===== src/design/fdem_pkg.sv =====
// ----------------------------------------------------------------------------
// fdem_pkg
// Shared types, constants and helpers of the forward difference edge map.
// ----------------------------------------------------------------------------
package fdem_pkg;

   localparam int PIX_W      = 16;   // gray pixel
   localparam int EDGE_W     = 17;   // sum of two absolute differences
   localparam int CFG_W      = 10;   // width of the size registers
   localparam int ROW_W      = 9;    // line index
   localparam int MAX_COUNT  = 512;  // most lines per frame
   localparam int CSR_ADDR_W = 3;
   localparam int CSR_DATA_W = 32;
   localparam int ITEM_DEPTH = 4;    // classified pixels between front and back
   localparam int RSP_DEPTH  = 2;    // results waiting for the consumer

   // register index, taken from csr address bit 2
   typedef enum logic {
      REG_LINE_LENGTH = 1'b0,
      REG_LINE_COUNT  = 1'b1
   } csr_reg_type;

   // one-hot result kinds, in emission order
   localparam logic [2:0] SEL_BELOW  = 3'b001;  // result of the pixel above
   localparam logic [2:0] SEL_LEFT   = 3'b010;  // last line, pixel to the left
   localparam logic [2:0] SEL_CORNER = 3'b100;  // frame corner, passes unchanged

   typedef struct packed {
      logic has_right;   // pixel above has a right neighbor
      logic corner;
      logic has_left;
      logic has_below;
   } flags_type;

   typedef struct packed {
      logic [PIX_W-1:0] pixel;
      logic [PIX_W-1:0] prev;
      logic [PIX_W-1:0] above;
      logic [PIX_W-1:0] right;
      flags_type        flags;
   } item_type;

   typedef struct packed {
      logic [EDGE_W-1:0] edge_value;
      logic              last_of_run;
      logic              end_of_frame;
   } result_type;

   function automatic logic [PIX_W-1:0] abs_diff(input logic [PIX_W-1:0] a,
                                                 input logic [PIX_W-1:0] b);
      abs_diff = (a > b) ? (a - b) : (b - a);
   endfunction

endpackage


===== src/design/fdem_back.sv =====
// ----------------------------------------------------------------------------
// fdem_back
// Expands one classified pixel into its zero to three results.
// ----------------------------------------------------------------------------
module fdem_back import fdem_pkg::*; (
   input  logic       clock,
   input  logic       reset,
   input  logic       item_valid,
   input  item_type   item,
   output logic       item_pop,
   input  logic       out_full,
   output logic       out_push,
   output result_type out_data
);

   logic [2:0]        done_ff, done_in;
   logic [2:0]        pend, sel, rest;
   logic [EDGE_W-1:0] below_sum;

   always_comb begin
      pend = {item.flags.corner, item.flags.has_left, item.flags.has_below} & ~done_ff;
      sel  = pend & (~pend + 3'd1);   // lowest pending kind goes first
      rest = pend & ~sel;
   end

   always_comb begin
      below_sum = EDGE_W'(abs_diff(item.pixel, item.above));
      if (item.flags.has_right) begin
         below_sum = below_sum + EDGE_W'(abs_diff(item.right, item.above));
      end
   end

   always_comb begin
      out_data.last_of_run  = (rest == '0);
      out_data.end_of_frame = 1'b0;
      unique case (sel)
         SEL_BELOW: out_data.edge_value = below_sum;
         SEL_LEFT:  out_data.edge_value = EDGE_W'(abs_diff(item.pixel, item.prev));
         SEL_CORNER: begin
            out_data.edge_value   = EDGE_W'(item.pixel);
            out_data.end_of_frame = 1'b1;
         end
         default:   out_data.edge_value = '0;
      endcase
   end

   always_comb begin
      out_push = 1'b0;
      item_pop = 1'b0;
      done_in  = done_ff;
      if (item_valid) begin
         if (pend == '0) begin
            item_pop = 1'b1;
            done_in  = '0;
         end else if (!out_full) begin
            out_push = 1'b1;
            if (rest == '0) begin
               item_pop = 1'b1;
               done_in  = '0;
            end else begin
               done_in = done_ff | sel;
            end
         end
      end
   end

   always_ff @(posedge clock) begin
      if (reset) begin
         done_ff <= '0;
      end else begin
         done_ff <= done_in;
      end
   end

endmodule


===== config.mk =====
export PLATFORM = sky130hd
export DESIGN_NAME = fdem_back
export DESIGN_NICKNAME = d
export VERILOG_FILES = /design/src/design/fdem_pkg.sv /design/src/design/fdem_back.sv
export SDC_FILE = /design/constraint.sdc
export NUM_CORES = 1
export LEC_CHECK = 0
export ABC_AREA = 1
export BUFFER_PORTS_ARGS = -buffer_cell sky130_fd_sc_hd__buf_4
export CORE_UTILIZATION = 50
export CTS_CLUSTER_DIAMETER = 100
export CTS_CLUSTER_SIZE = 24
export DETAILED_ROUTE_END_ITERATION = 6
export HOLD_SLACK_MARGIN = 0.03
export PLACE_DENSITY = 0.8
export SLEW_MARGIN = 20
export SYNTH_ARGS = -nofsm -noshare
export SYNTH_HDL_FRONTEND = slang
export SYNTH_SLANG_ARGS = --single-unit

===== constraint.sdc =====
create_clock -name clock -period 8.7 [get_ports clock]
set_input_delay 1.305 -clock clock [delete_from_list [all_inputs] [get_ports clock]]
set_output_delay 1.305 -clock clock [all_outputs]
set_load 0.05 [all_outputs]

## After elaboration in Yosys (flattened, before gate mapping)

Index checks and enable logic that the tools add are counted.

- Bits in registers: 3
- Output and inout port bits: 21
- Logic and storage cells: 42

- Add/subtract/negate cells: 8
- Magnitude comparators: 3
- Equality and inequality tests: 4
- Muxes and demuxes: 16
- Bitwise operators: 7
- Reduce and logical (&&, ||, !) cells: 3

Operator list:

| operator | number |
|---|---|
| 16-bit subtractor | 6 |
| 17-bit one-hot mux with 3 select lines | 1 |
| 16-bit > comparator | 3 |
| 16-bit two-way mux | 3 |
| 16-bit by 16-bit adder with 17-bit output | 1 |
| 17-bit two-way mux | 1 |
| 3-bit AND | 3 |
| 3-bit two-way mux | 3 |
| 3-bit NOT | 3 |
| 1-bit two-way mux | 8 |
| 3-bit zero test | 2 |
| 3-bit by 1-bit adder with 3-bit output (second input constant) | 1 |
| 3-bit by 1-bit equality test with 1-bit output (second input constant) | 1 |
| 3-bit by 2-bit equality test with 1-bit output (second input constant) | 1 |
| 3-bit equality test (second input constant) | 1 |
| 3-bit OR | 1 |
| 2-bit by 1-bit != test with 1-bit output (second input constant) | 1 |
| 2-bit AND reduction | 1 |

## Logic depth before layout (Yosys ltp)

- Word-level depth: 12
- Gate-level depth with buffers: 28

## Least setup slack after synthesis

OpenSTA, ideal clock, no wires.

- Path kind: input -> output
- Start point: in item[52] (netlist bit)
- End point: out out_data[18] (netlist bit)
- Arrival: 4770 ps
- Data required time: 7395 ps
- Slack: 2625 ps
- Stages: 22
- Path through: inv_1 ha_1 fa_1 inv_1 nand3_1 nand2_1 nand2_1 nand2_1 nand2_4 nand2_4 nand2_8 o21ai_2 inv_1 fa_1 nand3b_1 nand2_1 nand2_1 o21bai_1 nand2_1 nand2_1 nand3_1 a21oi_1

RTL lines:

| what | RTL line | text |
|---|---|---|
| start: declaration | fdem_back.sv:9 | `input item_type item,` |
| end: declaration | fdem_back.sv:13 | `output result_type out_data` |

==> summary.md <==
| Metric | Value |
|---|---|
| Status | finished with violations |
| Failing checks | design-rule violations |
| Dpl ws | 2.210 ns |
| CP Class | in -> out |
| H-tree Lvls | 1 |
| Ys async rst share | 0% |
| First-pass GRT wire length | 41800 µm |
| Net Count, Synth | 1649 |
| Initial core utilization | 51.73% |
| Final net count | 1726 |
| Ys Warns | 0 |
| Post-synth top area cell | nand2_1 |
| Clock latency on the worst-skew pair | 0.22 ns |
| Mapped Area | 7604 µm² |
| CP required | 7.39 ns |
| Met3 Wirelength | roughly 2100 µm |
| Regs by FF count | done_ff (3) |
| Adder-cell area share of the yosys netlist | 19.78% |
| Post-synthesis sequential area ratio | 0.7899% |
| RSZ-0062 raised after global routing | no |
| Ant. Diodes | 0 |
| Clock Sinks | 3 |
| Wl on met1 | roughly 13000 µm |
| Max Transition Viols Final | 0 |
| Synth area leaders | nand2_1, ha_1, inv_1, nand3_1, xor2_1 |
| Final setup viols | 0 |
| Total core area | about 15000 µm² |
| Post-CTS setup buffer count | 0 |
| Die Span X | 125.3 µm |
| VDD IR-drop max | 0.00009210 V |
| Root Buffer | clkbuf_16 |
| Initial antenna violation count | 0 |
| Crit start category | primary input |
| Worst hold margin | 0.4654 ns |
| Cell Pwr Density | 127.1 nW/µm² |
| TritonRoute pass-1 iters | 7 |
| Cells after Synth | 1461 |
| Worst Tran Pin Value | 0.8853 ns |
| Detailed-route DRC error count | 4 |
| Final Hold Fails | 0 |
| FF+latch area | 60.06 µm² |
| CTS Hold Bufs | 0 |
| Post-route setup TNS | 0 ns |
| Slowest CP cell | fa_1 |
| Proportion of layout cells with a drive suffix above 1 | 8.979% |
| CTS Buf Count | 3 |
| # fillers | 1662 |
| Vias in the first global route | ~8000 |
| Area of the multi-input gates | 6221 µm² |
| Final worst slack | 2.149 ns |
| I/O pins | 93 |
| CTS tree | yes |
| Worst-path maximum fanout | 18 |
| Post-synth EDFFs | 0 |
| Endpoint class of the critical path | primary output |
| HP Class | reg -> reg |
| Largest net degree at the start of global routing | 20 |
| Vias per Instance | 5.284 |
| Final period util | about 75% |
| Maxcap violations | 0 |
| Via count | 9094 |
| HPWL after DPL | between 20000 and 25000 µm |
| # port buffers | 92 |
| Post-Synth XOR/XNOR Area | 5.990% |
| WL final | 26600 µm |
| Compound-cell area share of the yosys netlist | 10.30% |
| Gpl congestion | 1.044 |
| Flops & latches, synth | 3 |
| Drt initial violations | 964 |
| Largest family of logic cells by synthesized area | simple AND/OR/NAND/NOR gates |
| Average cell area after synthesis | ~5.2 µm² |
| Die area | ~16000 µm² |
| Top cell type's share of synthesized area | 26.02% |
| FMAX | 152.7 MHz |
| Area delta synth->final | 11.63% |
| Final worst path period need | 6.551 ns |
| Arrival @ worst endpoint | 5.25 ns |
| Post-cts gate resize count | 0 |
| Clk buf depth | 2 |
| Die H | 125.3 µm |
| Largest register FFs | 3 |
| Global-route usage over all layers | between 30% and 40% |
| Leakage power | 5.363 nW |
| Slowest stage delay, CP | 0.44 ns |
| Slew Limit Headroom | 40.76% |
| Worst Skew | 0.001292 ns |
| Most used cell, CP | nand2_1 |
| Standard-cell rows | 44 |
| Count of different cell masters after synthesis | 46 |
| Mux cell area share after synthesis | 0% |
| Reg with most FFs | done_ff |
| Routed len/inst | 15.46 µm |
| Top Metal Used | met4 |
| Simple-gate area share of the yosys netlist | 45.75% |
| Met2 wire length | 11190 µm |
| Worst-path clk slew | 0.03 ns |
| GRT overflow | 0 |
| Final ANT Viol Nets | 0 |
| Synth Flop Type | dfxtp_1 |
[routing by layer]
metal	vias up	GRT usage, %
met2	371	53.24
met5	-	0
met4	0	8.178
met3	46	2.824
met1	4025	48.92
li1	4652	-
[worst max-delay path: cells and delay by family]
family | cells | cell delay [ns]
simple gates | 14 | 1.61
fa+ha+maj | 3 | 1.02
compound gates | 3 | 0.70
buf+inv | 5 | 0.59
[kinds of logic (layout without fill, tap and decap cells)]
family	Yosys count	count (layout)
xor gates and xnor gates	52	52
buffers and inverters	339	415
DFF	3	3
adders and majority gates	116	116
and+or+nand+nor	811	811
AOI/OAI and AO/OA	140	140
[Yosys cell counts (6+ instances only)]
library cell	count
nor2_1	75
o21ai_0	29
fa_1	7
o21ai_1	6
a21oi_1	77
nor3_1	10
nand4_1	20
xor2_1	47
inv_1	312
ha_1	109
nand3_1	136
nand2_1	527
nand2_2	11
nand3_2	7
buf_2	8
[placed cells by master, fill, tap and decap left out, types with 10 or more instances in the layout]
master / n
nand2_1: 527
ha_1: 109
buf_4: 94
nand2_2: 11
inv_1: 312
nor3_1: 10
a21oi_1: 77
o21ai_0: 29
nor2_1: 75
nand4_1: 20
nand3_1: 136
xor2_1: 47
[metrics by stage]
| stage | cell area (µm²) | power, W | util [%] | std cells |
|---|---|---|---|---|
| 2_1_floorplan | 7604 | 0.0007127 | - | 1461 |
| 3_3_place_gp | 8409 | 0.0009783 | 57.21 | 1717 |
| 3_5_place_dp | 8409 | 0.0009810 | 57.21 | 1717 |
| 4_1_cts | 8488 | 0.001059 | 57.75 | 1721 |
| 5_1_grt | 8488 | 0.001186 | 57.75 | 1721 |
| 6_report | 8488 | 0.001079 | 57.75 | 1721 |
[cell type report]
type / instances / share of cell area (%)
Sequential cell: 3 / 0.7075
Tap cell: 184 / 2.712
Inverter: 317 / 14.05
Timing Repair Buffer: 94 / 8.314
Multi-Input combinational cell: 1119 / 73.29
Clock buffer: 4 / 0.9287
[final timing paths]
path | start | endpoint | slack, ns | cells past startpoint
max reg2reg | done_ff[0] | done_ff[0] | 6.50 | 8
max | item[4] | out_data[18] | 2.15 | 25
min | done_ff[1] | done_ff[1] | 0.47 | 2
min reg2reg | done_ff[1] | done_ff[1] | 0.47 | 2
[report_power, final]
part           internal [W]  switching, W  leakage [nW]
logic              0.000320      0.000671          5.30
registers         0.0000143   0.000000189        0.0244
clock network     0.0000605     0.0000124        0.0382
Power figures use the tool's default switching activity.
