<file path="config.mk">
export PLATFORM = sky130hd
export DESIGN_NAME = fdem_fifo
export DESIGN_NICKNAME = d
export VERILOG_FILES = /design/src/design/fdem_pkg.sv /design/src/design/fdem_fifo.sv
export SDC_FILE = /design/constraint.sdc
export NUM_CORES = 1
export LEC_CHECK = 0
export ABC_AREA = 0
export BUFFER_PORTS_ARGS = -buffer_cell sky130_fd_sc_hd__buf_2
export CORE_AREA = 2 2 39 41
export DETAILED_ROUTE_END_ITERATION = 7
export DIE_AREA = 0 0 41 43
export GPL_TIMING_DRIVEN = 0
export PLACE_DENSITY = 0.46
export SYNTH_ARGS = -nofsm -noshare
export SYNTH_HDL_FRONTEND = slang
export SYNTH_SLANG_ARGS = --single-unit
</file>
<file path="constraint.sdc">
create_clock -name clock -period 1.7 [get_ports clock]
set_input_delay 0.085 -clock clock [delete_from_list [all_inputs] [get_ports clock]]
set_output_delay 0.085 -clock clock [all_outputs]
set_load 0.1 [all_outputs]
</file>
<file path="src/design/fdem_pkg.sv">
// ----------------------------------------------------------------------------
// fdem_pkg
// Shared types, constants and helpers of the forward difference edge map.
// ----------------------------------------------------------------------------
package fdem_pkg;

   localparam int PIX_W      = 16;   // gray pixel
   localparam int EDGE_W     = 17;   // sum of two absolute differences
   localparam int CFG_W      = 10;   // width of the size registers
   localparam int ROW_W      = 9;    // line index
   localparam int MAX_COUNT  = 512;  // most lines per frame
   localparam int CSR_ADDR_W = 3;
   localparam int CSR_DATA_W = 32;
   localparam int ITEM_DEPTH = 4;    // classified pixels between front and back
   localparam int RSP_DEPTH  = 2;    // results waiting for the consumer

   // register index, taken from csr address bit 2
   typedef enum logic {
      REG_LINE_LENGTH = 1'b0,
      REG_LINE_COUNT  = 1'b1
   } csr_reg_type;

   // one-hot result kinds, in emission order
   localparam logic [2:0] SEL_BELOW  = 3'b001;  // result of the pixel above
   localparam logic [2:0] SEL_LEFT   = 3'b010;  // last line, pixel to the left
   localparam logic [2:0] SEL_CORNER = 3'b100;  // frame corner, passes unchanged

   typedef struct packed {
      logic has_right;   // pixel above has a right neighbor
      logic corner;
      logic has_left;
      logic has_below;
   } flags_type;

   typedef struct packed {
      logic [PIX_W-1:0] pixel;
      logic [PIX_W-1:0] prev;
      logic [PIX_W-1:0] above;
      logic [PIX_W-1:0] right;
      flags_type        flags;
   } item_type;

   typedef struct packed {
      logic [EDGE_W-1:0] edge_value;
      logic              last_of_run;
      logic              end_of_frame;
   } result_type;

   function automatic logic [PIX_W-1:0] abs_diff(input logic [PIX_W-1:0] a,
                                                 input logic [PIX_W-1:0] b);
      abs_diff = (a > b) ? (a - b) : (b - a);
   endfunction

endpackage

</file>
<file path="src/design/fdem_fifo.sv">
// ----------------------------------------------------------------------------
// fdem_fifo
// Small register queue with occupancy count; DEPTH is a power of two.
// ----------------------------------------------------------------------------
module fdem_fifo import fdem_pkg::*; #(
   parameter type ENTRY_type = logic,
   parameter int  DEPTH      = 2
) (
   input  logic                       clock,
   input  logic                       reset,
   input  logic                       push,
   input  ENTRY_type                  wdata,
   output logic                       full,
   input  logic                       pop,
   output ENTRY_type                  rdata,
   output logic                       empty,
   output logic [$clog2(DEPTH+1)-1:0] level
);

   localparam int PtrW = $clog2(DEPTH);
   localparam int LvlW = $clog2(DEPTH+1);

   ENTRY_type           entries_ff [DEPTH];
   logic [PtrW-1:0]     wr_ptr_ff, wr_ptr_in;
   logic [PtrW-1:0]     rd_ptr_ff, rd_ptr_in;
   logic [LvlW-1:0]     count_ff, count_in;
   logic                do_push, do_pop;

   assign full    = (count_ff == LvlW'(DEPTH));
   assign empty   = (count_ff == '0);
   assign level   = count_ff;
   assign rdata   = entries_ff[rd_ptr_ff];
   assign do_push = push && !full;
   assign do_pop  = pop && !empty;

   always_comb begin
      wr_ptr_in = do_push ? wr_ptr_ff + 1'b1 : wr_ptr_ff;
      rd_ptr_in = do_pop  ? rd_ptr_ff + 1'b1 : rd_ptr_ff;
      count_in  = count_ff + LvlW'(do_push) - LvlW'(do_pop);
   end

   always_ff @(posedge clock) begin
      if (reset) begin
         wr_ptr_ff <= '0;
         rd_ptr_ff <= '0;
         count_ff  <= '0;
      end else begin
         wr_ptr_ff <= wr_ptr_in;
         rd_ptr_ff <= rd_ptr_in;
         count_ff  <= count_in;
      end
   end

   always_ff @(posedge clock) begin
      if (do_push) begin
         entries_ff[wr_ptr_ff] <= wdata;
      end
   end

endmodule

</file>
Word level (Yosys, flattened, before mapping)
Memories as Yosys holds them, arrays and structs flattened. A register that Yosys moved wholly into a read port is not among the register bits.
Cells that the tools add are included.
Operators by class
  reductions and logical operators: 5
  muxes and demuxes: 4
  add/subtract/negate cells: 4
  equal/unequal tests: 1
Operator list (number)
  $mux W1: 4
  $add A1 B1 Y1 const B: 2
  $add A2 B1 Y2: 1
  $eq A2 B2 Y1 const B: 1
  $logic_and A1 B1 Y1: 2
  $logic_not A1 Y1: 2
  $logic_not A2 Y1: 1
  $sub A2 B1 Y2: 1
Word-level totals
  memories: 1
  input bits: 5
  bits in registers: 4
  logic and storage cells: 18
  output and inout bits: 5
  bits in writable memories: 2
Memory list
  entries_ff: depth 2, width 1, read ports 1, clocked after Yosys merged registers in 1, wr ports 1, RTL line fdem_fifo.sv:23  | ENTRY_type entries_ff [DEPTH];

Logic depth before layout (Yosys ltp)
Gate-level depths: netlist of the first run.
  depth in word-level cells: 5
  mapped depth: 8

Worst setup path after synthesis of the first run
No wires, ideal clock.
  kind: register -> register
  start: register count_ff[0], in the netlist level[0]
  end: register count_ff[1], in the netlist level[1]
  path buffers: 0
  period minus slack after synthesis: 2273 ps
  library setup time: 78 ps
  data arrival time: 2195 ps
  cell stages (with the launch flop): 9
  required time: 1622 ps
  path slack: -573 ps
  cells stage by stage: dfxtp_1 -> nand2b_2 -> nand2_1 -> ha_1 -> inv_1 -> ha_1 -> xor2_1 -> and2_1 -> nor3_1
Between the ends
  word-level cells in the longest chain between the ends: 5
  elaborated cells on any way between the ends: 8
  those cells by class: add/sub (2); eq/ne (1); reduce/logical (5)
Ends and longest elaborated chain
  from (decl): RTL line fdem_fifo.sv:26  | logic [LvlW-1:0] count_ff, count_in;
  from (signal assigned): RTL line fdem_fifo.sv:50  | count_ff <= count_in;
  $eq A2 B2 Y1: RTL line fdem_fifo.sv:29  | assign full = (count_ff == LvlW'(DEPTH));
  $logic_not A1 Y1: RTL line fdem_fifo.sv:33  | assign do_push = push && !full;
  $logic_and A1 B1 Y1: RTL line fdem_fifo.sv:33
  $add A2 B1 Y2: RTL line fdem_fifo.sv:39  | count_in = count_ff + LvlW'(do_push) - LvlW'(do_pop);
  $sub A2 B1 Y2 *: RTL line fdem_fifo.sv:39
Every way passes the cells marked *; elsewhere a longest branch is shown, timed or not.
A chain may end at the register's enable or synchronous reset.

Final worst setup path of the first run
  start: register count_ff[1], in the netlist level[1]
  end: register count_ff[1], in the netlist level[1]
Between the ends
  elaborated cells on any way between the ends: 8
  those cells by class: add/sub (2); eq/ne (1); reduce/logical (5)
RTL lines
  $logic_not A2 Y1: RTL line fdem_fifo.sv:30  | assign empty = (count_ff == '0);
  $logic_not A1 Y1: RTL line fdem_fifo.sv:34  | assign do_pop = pop && !empty;
  $logic_and A1 B1 Y1: RTL line fdem_fifo.sv:34
  named net do_pop: RTL line fdem_fifo.sv:27  | logic do_push, do_pop;
  $sub A2 B1 Y2: RTL line fdem_fifo.sv:39
The timed path passes the listed nets, and every way through them passes these cells.

==> impl_metrics.csv, run 1 <==
group,metric,value,unit
synth,synth.distinct_cells,19,
critical_path,start_kind,"flip-flop",
clock_network,cts_root_buf,"clkbuf_4",
sta,finalSetupViolCount,0,
placement,globalplace.congestion,0.706,
clock_network,path_clk_slew,50,ps
grt,antenna_found_initial,0,
synth,synth.area.top_cells,"dfxtp_1 33%, edfxtp_1 20%, ha_1 8.2%",
clock_network,cts_tree,"built",
sta,tightest_slew,485,ps
worst_hold_path,min_path_type,"input pin to flip-flop",
synth,syn_avg_cell_area,10.2,sq um
critical_path,worst_setup_path_end_kind,"flip-flop",
grt,grt_max_degree,7,
synth,seq_area_frac_synth,0.525,
clock_network,postCtsHoldBufs,0,
clock_network,h-tree-depth,1,
floorplanning,die_w,41,microns
critical_path,path_max_fanout,6,
critical_path,cp.required,1860,ps
clock_network,cts_resized,0,
grt,track_usage,0.0636,
clock_network,cts_setup_buffers,0,
cells_and_area,nFillCells,157,
sta,fmaxAchievable,653,MHz
placement,io_buffers,9,
critical_path,critPathKind,"flip-flop to flip-flop",
synth,synthArstFlopShare,0,
clock_network,clock_latency,240,ps
sta,maxSlewHeadroom,0.679,
routing,dr.first_iter.drc_count,4,
critical_path,cp.arrival,1690,ps
synth,netlist_top_cells_count,"5 x dfxtp_1, 4 x nor2_1, 3 x inv_1, 2 x edfxtp_1, 2 x ha_1",
floorplanning,dieArea,1760,sq um
synth,synth_seq_cells,7,
routing,ant_nets,0,
synth,synth_edf_count,2,
cells_and_area,regArea,168,sq um
synth,yosysMostFrequentCell,"dfxtp_1",
routing,drt_first_pass_iters,2,
sta,finalClockSkew,3.15,ps
sta,worst_hold_slack,26.0,ps
floorplanning,io_pins,10,
floorplanning,coreArea,1380,sq um
grt,grt_pass1_wl,641,microns
synth,synth_top_area_cell,"dfxtp_1",
routing,drc,0,
floorplanning,start_util,0.221,
sta,rsz0062_at_grt,"no",
synth,syn_nets,37,
sta,period_share,0.901,
grt,grt-ovfl-total,0,
clock_network,clk_path_buf_depth,2,
synth,syn_area,305,sq um
floorplanning,die_h,43,microns
cells_and_area,drive_above_1_share,0.465,
job,max-cap-violations,0,
routing,drt-total-wl,420,microns
cells_and_area,nNetsFinal,51,
synth,yosys_warnings,0,
synth,synth_flop_cell,"dfxtp_1",
clock_network,cts_num_sinks,7,
routing,wl_per_cell,7.12,microns
cells_and_area,multi_input_area,140,sq um
floorplanning,rows,14,
routing,num_vias,234,
synth,netlist.area_leader.share,0.328,
sta,hold_viol_final,0,
cells_and_area,area_growth,35.7,%
clock_network,cts_buffers,3,
placement,hpwl,362,microns
sta,drv_slew,0,
outcome,status,"finished clean",
grt,grt_pass1_vias,192,
cells_and_area,num_antenna_cells,0,
routing,vias_per_cell,3.97,
sta,min_period,1530,ps
synth,netlist_instances,30,
critical path: stages, from the launching register on:
cell and delay, ps:
dfxtp_4 360, o21a_1 210, ha_1 270, inv_1 40, ha_2 160, xor2_1 140
and2_1 150, nor3_1 110
area by class of cell:
class,instances,share of cell area
well taps,16,0.0483
multi-input cells,19,0.338
clock buffers,4,0.0634
flip-flops and latches,7,0.405
repair buffers,9,0.109
inverters,4,0.0363
routing by layer:
layer  vias up  GRT usage  part of all wire
met2         6     0.0969              0.52
met4         0     0.0200                 0
met1       103     0.0361              0.38
met5         -          0                 0
li1        125          -                 -
met3         0     0.0942             0.093
path summary, 6_finish.rpt:
kind / startpoint / endpoint / slack (ps) / cells after the start
hold / removal: wdata / entries_ff[0]$_DFFE_PP_ / 30 / 1
setup reg to reg: level[1]$_SDFF_PP0_ / level[1]$_SDFF_PP0_ / 170 / 7
hold reg to reg: wr_ptr_ff$_SDFFE_PP0P_ / wr_ptr_ff$_SDFFE_PP0P_ / 490 / 2
setup / recovery: level[1]$_SDFF_PP0_ / level[1]$_SDFF_PP0_ / 170 / 7
cell families (layout without fill, tap and decap cells):
group                    count (synthesis)  count (layout)  synth area share
AND/OR/NAND/NOR                         11              11             0.193
adder cells (fa/ha/maj)                  2               2            0.0820
AO/OA/AOI/OAI                            3               3            0.0574
XOR/XNOR                                 2               2            0.0574
flip-flops                               7               7             0.525
multiplexers                             1               1            0.0369
buffers and inverters                    4              17            0.0492
cells in the final DEF (no fill, tap or decap), types with 2 or more instances in the layout:
| master | instances |
|---|---|
| dfxtp_1 | 3 |
| inv_1 | 3 |
| nor2_1 | 3 |
| edfxtp_1 | 2 |
| clkbuf_4 | 3 |
| dfxtp_4 | 2 |
| buf_2 | 9 |
per-stage QoR:
step,area [sq um],instances,setup TNS [ps],setup WS (ps),utilization
2_1_floorplan,323,30,-12.7,-12.7,-
3_3_place_gp,388,55,0,185,0.280
3_5_place_dp,388,55,0,165,0.280
4_1_cts,414,59,0,154,0.299
5_1_grt,414,59,0,101,0.299
6_report,414,59,0,169,0.299
Power of run 1 is not shown: default switching activity piles up to over one toggle a cycle in this logic, so the estimate is an artifact.
==> inputs of run 2 (changes only) <==
==> constraint.sdc (replaced) <==
create_clock -name clock -period 1.9 [get_ports clock]
set_input_delay 0.095 -clock clock [delete_from_list [all_inputs] [get_ports clock]]
set_output_delay 0.095 -clock clock [all_outputs]
set_load 0.1 [all_outputs]
==> run 2 against run 1 <==
- hold slack better by 23 ps
- clock-buffer cell count stayed put
- global-route usage up 2.1 points
- die area unchanged
- critical path type unchanged
- via count is 2.1% lower
- core utilization fell by 0.90 points
- register-to-register slack better by 190 ps
- cell count stayed put
==> impl_metrics.csv, run 2 (same netlist as run 1, synthesis figures left out) <==
group,metric,value,unit
worst_hold_path,min_path_type,"input pin to flip-flop",
clock_network,cts_resized,0,
sta,finalSetupViolCount,0,
placement,globalplace.congestion,0.565,
routing,dr.first_iter.drc_count,1,
critical_path,cp.required,2070,ps
clock_network,postCtsHoldBufs,0,
placement,dp.cells,55,
critical_path,path_max_fanout,5,
grt,grt_pass1_vias,250,
sta,min_period,1540,ps
job,max-cap-violations,0,
clock_network,cts_root_buf,"clkbuf_4",
critical_path,rr_startpoint,"level[0]$_SDFF_PP0_",
cells_and_area,nFillCells,161,
critical_path,cp.arrival,1710,ps
sta,drv_slew,0,
routing,drc,0,
clock_network,cts_tree,"built",
grt,grt_pass1_wl,952,microns
grt,antenna_found_initial,0,
critical_path,start_kind,"flip-flop",
sta,maxSlewHeadroom,0.676,
floorplanning,start_util,0.221,
routing,ant_nets,0,
clock_network,cts_setup_buffers,0,
critical_path,critPathKind,"flip-flop to flip-flop",
clock_network,path_clk_slew,50,ps
clock_network,cts_buffers,3,
clock_network,clock_latency,250,ps
floorplanning,io_pins,10,
cells_and_area,area_growth,31.6,%
critical_path,cp-startpoint,"level[0]$_SDFF_PP0_",
floorplanning,coreArea,1380,sq um
placement,io_buffers,9,
routing,drt_first_pass_iters,2,
floorplanning,dieArea,1760,sq um
cells_and_area,nNetsFinal,51,
cells_and_area,num_antenna_cells,0,
grt,track_usage,0.0848,
cells_and_area,drive_above_1_share,0.442,
routing,wl_per_cell,8.53,microns
cells_and_area,fin_cells,59,
cells_and_area,layout_commonest_cell,"buf_2",
grt,grt_max_degree,7,
sta,hold_viol_final,0,
routing,num_vias,229,
sta,finalClockSkew,2.98,ps
routing,drt-total-wl,503,microns
sta,worst_hold_slack,49.2,ps
worst_hold_path,hold_path.startpoint,"wdata",
clock_network,cts_num_sinks,7,
sta,rsz0062_at_grt,"no",
sta,fmaxAchievable,649,MHz
clock_network,h-tree-depth,1,
floorplanning,rows,14,
clock_network,clk_path_buf_depth,2,
grt,grt-ovfl-total,0,
floorplanning,die_w,41,microns
sta,tightest_slew,489,ps
routing,vias_per_cell,3.88,
outcome,status,"finished clean",
critical_path,worst_setup_path_end_kind,"flip-flop",
sta,period_share,0.812,
floorplanning,die_h,43,microns
cells_and_area,final_cell_mix,"9 x buf_2, 3 x inv_1, 3 x nor2_1, 3 x dfxtp_1, 3 x clkbuf_4",
==> run 2: cell types whose count changed in the layout (fill, tap and decap cells not counted) <==
cell      delta
nand2b_2     +1
dfxtp_4      -2
dfxtp_2      +2
ha_2         -1
nand2b_4     -1
ha_1         +1
==> run 2: area by class of cell <==
class | instances | area (sq um) | area share
repair buffers | 9 | 45.0 | 0.112
multi-input cells | 19 | 133 | 0.330
clock buffers | 4 | 26.3 | 0.0654
inverters | 4 | 15.0 | 0.0374
flip-flops and latches | 7 | 163 | 0.405
well taps | 16 | 20.0 | 0.0498
==> run 2: worst paths after layout <==
kind	end	slack [ps]	cells past startpoint
worst max register to register	level[1]$_SDFF_PP0_	360	8
worst min-delay path	entries_ff[1]$_DFFE_PP_	50	1
worst min register to register	wr_ptr_ff$_SDFFE_PP0P_	480	2
worst max-delay path	level[1]$_SDFF_PP0_	360	8
==> run 2: critical path: stages, from the launching register on <==
cell	delay [ps]
dfxtp_2	360
nand2b_2	150
nand2_1	60
ha_1	270
inv_1	30
ha_1	180
xor2_1	150
and2_1	150
nor3_1	110
==> run 2: metrics by stage <==
stage	setup TNS [ps]	cell area [sq um]	setup slack (ps)	utilization
after floorplan	-11.9	310	-11.9	-
after global placement	0	375	369	0.271
after detailed placement	0	375	353	0.271
after CTS	0	402	335	0.290
after global routing	0	402	197	0.290
final	0	402	358	0.290
==> run 2: metal layers <==
metal	part of all wire	up-vias	track usage	routed length [microns]
met3	0.083	0	0.0785	42
li1	-	123	-	-
met2	0.45	9	0.122	226
met4	0	0	0.0200	0
met1	0.47	97	0.0882	234
met5	0	-	0	0
Power of run 2 is left out for the same reason.
==> inputs of run 3 (changes only) <==
==> constraint.sdc (replaced) <==
create_clock -name clock -period 1.6 [get_ports clock]
set_input_delay 0.08 -clock clock [delete_from_list [all_inputs] [get_ports clock]]
set_output_delay 0.08 -clock clock [all_outputs]
set_load 0.1 [all_outputs]
==> run 3 against run 2 <==
- sequential share of layout area decreased by 0.97 points
- flip-flop and latch count unchanged
- first-iteration DRC count increased to 4.0 times the previous value
- worst setup slack got worse by 290 ps
- fmax increased by 0.71%
- largest cell class unchanged
- wire length decreased by 15%
- global-route usage decreased by 2.1 points
==> impl_metrics.csv, run 3 (same netlist as run 1, synthesis figures left out) <==
group,metric,value,unit
critical_path,cp.arrival,1690,ps
critical_path,path_max_fanout,6,
routing,ant_nets,0,
clock_network,cts_setup_buffers,0,
sta,finalSetupViolCount,0,
critical_path,reg2reg_to,"level[1]$_SDFF_PP0_",
placement,io_buffers,9,
routing,drt_first_pass_iters,2,
cells_and_area,nFillCells,155,
critical_path,rrSetupSlack,70,ps
sta,rsz0062_at_grt,"no",
floorplanning,start_util,0.221,
critical_path,cp-startpoint,"level[1]$_SDFF_PP0_",
critical_path,cp.required,1760,ps
routing,vias_per_cell,3.97,
critical_path,endpoint,"level[1]$_SDFF_PP0_",
placement,globalplace.congestion,0.706,
grt,antenna_found_initial,0,
clock_network,path_clk_slew,50,ps
floorplanning,io_pins,10,
clock_network,cts_buffers,3,
floorplanning,die_w,41,microns
floorplanning,rows,14,
critical_path,max_stage_delay,360,ps
routing,drt-total-wl,426,microns
clock_network,cts_tree,"built",
grt,grt_pass1_wl,641,microns
critical_path,r2r_cells,7,
sta,min_period,1530,ps
routing,num_vias,238,
sta,worst_hold_slack,56.8,ps
grt,grt_max_degree,7,
floorplanning,dieArea,1760,sq um
critical_path,slowest_stage,"dfxtp_4",
grt,track_usage,0.0636,
sta,tns,0,ps
critical_path,path_cells,"o21a_1, ha_1, inv_1, ha_2, xor2_1, and2_1, nor3_1",
sta,drv_slew,0,
outcome,status,"finished clean",
clock_network,clock_latency,240,ps
cells_and_area,postLayoutCoreUtil,0.307,
clock_network,cts_num_sinks,7,
routing,wl_per_cell,7.10,microns
clock_network,h-tree-depth,1,
placement,hpwl,362,microns
sta,maxSlewHeadroom,0.679,
sta,period_share,0.957,
sta,hold_viol_final,0,
job,max-cap-violations,0,
cells_and_area,final_area,424,sq um
clock_network,cts_root_buf,"clkbuf_4",
routing,drc,0,
critical_path,start_kind,"flip-flop",
critical_path,critPathKind,"flip-flop to flip-flop",
sta,finalClockSkew,3.15,ps
clock_network,postCtsHoldBufs,0,
cells_and_area,area_growth,38.9,%
cells_and_area,nNetsFinal,52,
floorplanning,coreArea,1380,sq um
critical_path,rr_startpoint,"level[1]$_SDFF_PP0_",
cells_and_area,num_antenna_cells,0,
critical_path,worst_setup_path_end_kind,"flip-flop",
cells_and_area,drive_above_1_share,0.455,
clock_network,cts_resized,0,
floorplanning,die_h,43,microns
cells_and_area,final_cell_mix,"9 x buf_2, 3 x inv_1, 3 x nor2_1, 3 x dfxtp_1, 3 x clkbuf_4",
sta,fmaxAchievable,653,MHz
worst_hold_path,min_delay_path_depth,2,
grt,grt_pass1_vias,192,
grt,grt-ovfl-total,0,
clock_network,clk_path_buf_depth,2,
sta,tightest_slew,485,ps
placement,dpl-instance-area,388,sq um
worst_hold_path,min_path_type,"input pin to flip-flop",
routing,dr.first_iter.drc_count,4,
cells_and_area,layout_commonest_cell,"buf_2",
[run 3: cell count changes in the layout (fill, tap and decap cells not counted), sizes merged]
cell | before | now
dlygate4sd3 | 0 | 1
[run 3: metal layers]
metal,part of all wire,global-route usage
met5,0,0
met4,0,0.0200
met3,0.092,0.0942
met2,0.52,0.0969
met1,0.38,0.0361
[run 3: final cells by class]
cell class                      instances  area, sq um  area share
Timing Repair Buffer                   10         55.1       0.130
Sequential cell                         7          168       0.395
Inverter                                4         15.0      0.0354
Clock buffer                            4         26.3      0.0619
Multi-Input combinational cell         19          140       0.330
Tap cell                               16         20.0      0.0472
[run 3: worst min-delay path by stage]
stage	start	end	slack (ps)
floorplan	reset	level[0]$_SDFF_PP0_	140
global placement	wdata	entries_ff[0]$_DFFE_PP_	270
detailed placement	wdata	entries_ff[0]$_DFFE_PP_	270
CTS	wdata	entries_ff[0]$_DFFE_PP_	10
global route	reset	level[0]$_SDFF_PP0_	40
finish	reset	level[0]$_SDFF_PP0_	60
[run 3: per-stage QoR]
stage	setup slack [ps]	instances
3_3_place_gp	85.5	55
2_1_floorplan	-113	30
4_1_cts	54.5	59
5_1_grt	0.999	60
6_report	69.0	60
3_5_place_dp	65.4	55
[run 3: worst max-delay path: cells and delay by family, from the launching register on]
kind,cells,cell delay [ps]
xor+xnor,1,140
buf+inv,1,40
fa+ha+maj,2,430
flops,1,360
compound gates,1,210
simple gates,2,260
Power of run 3 is left out for the same reason.
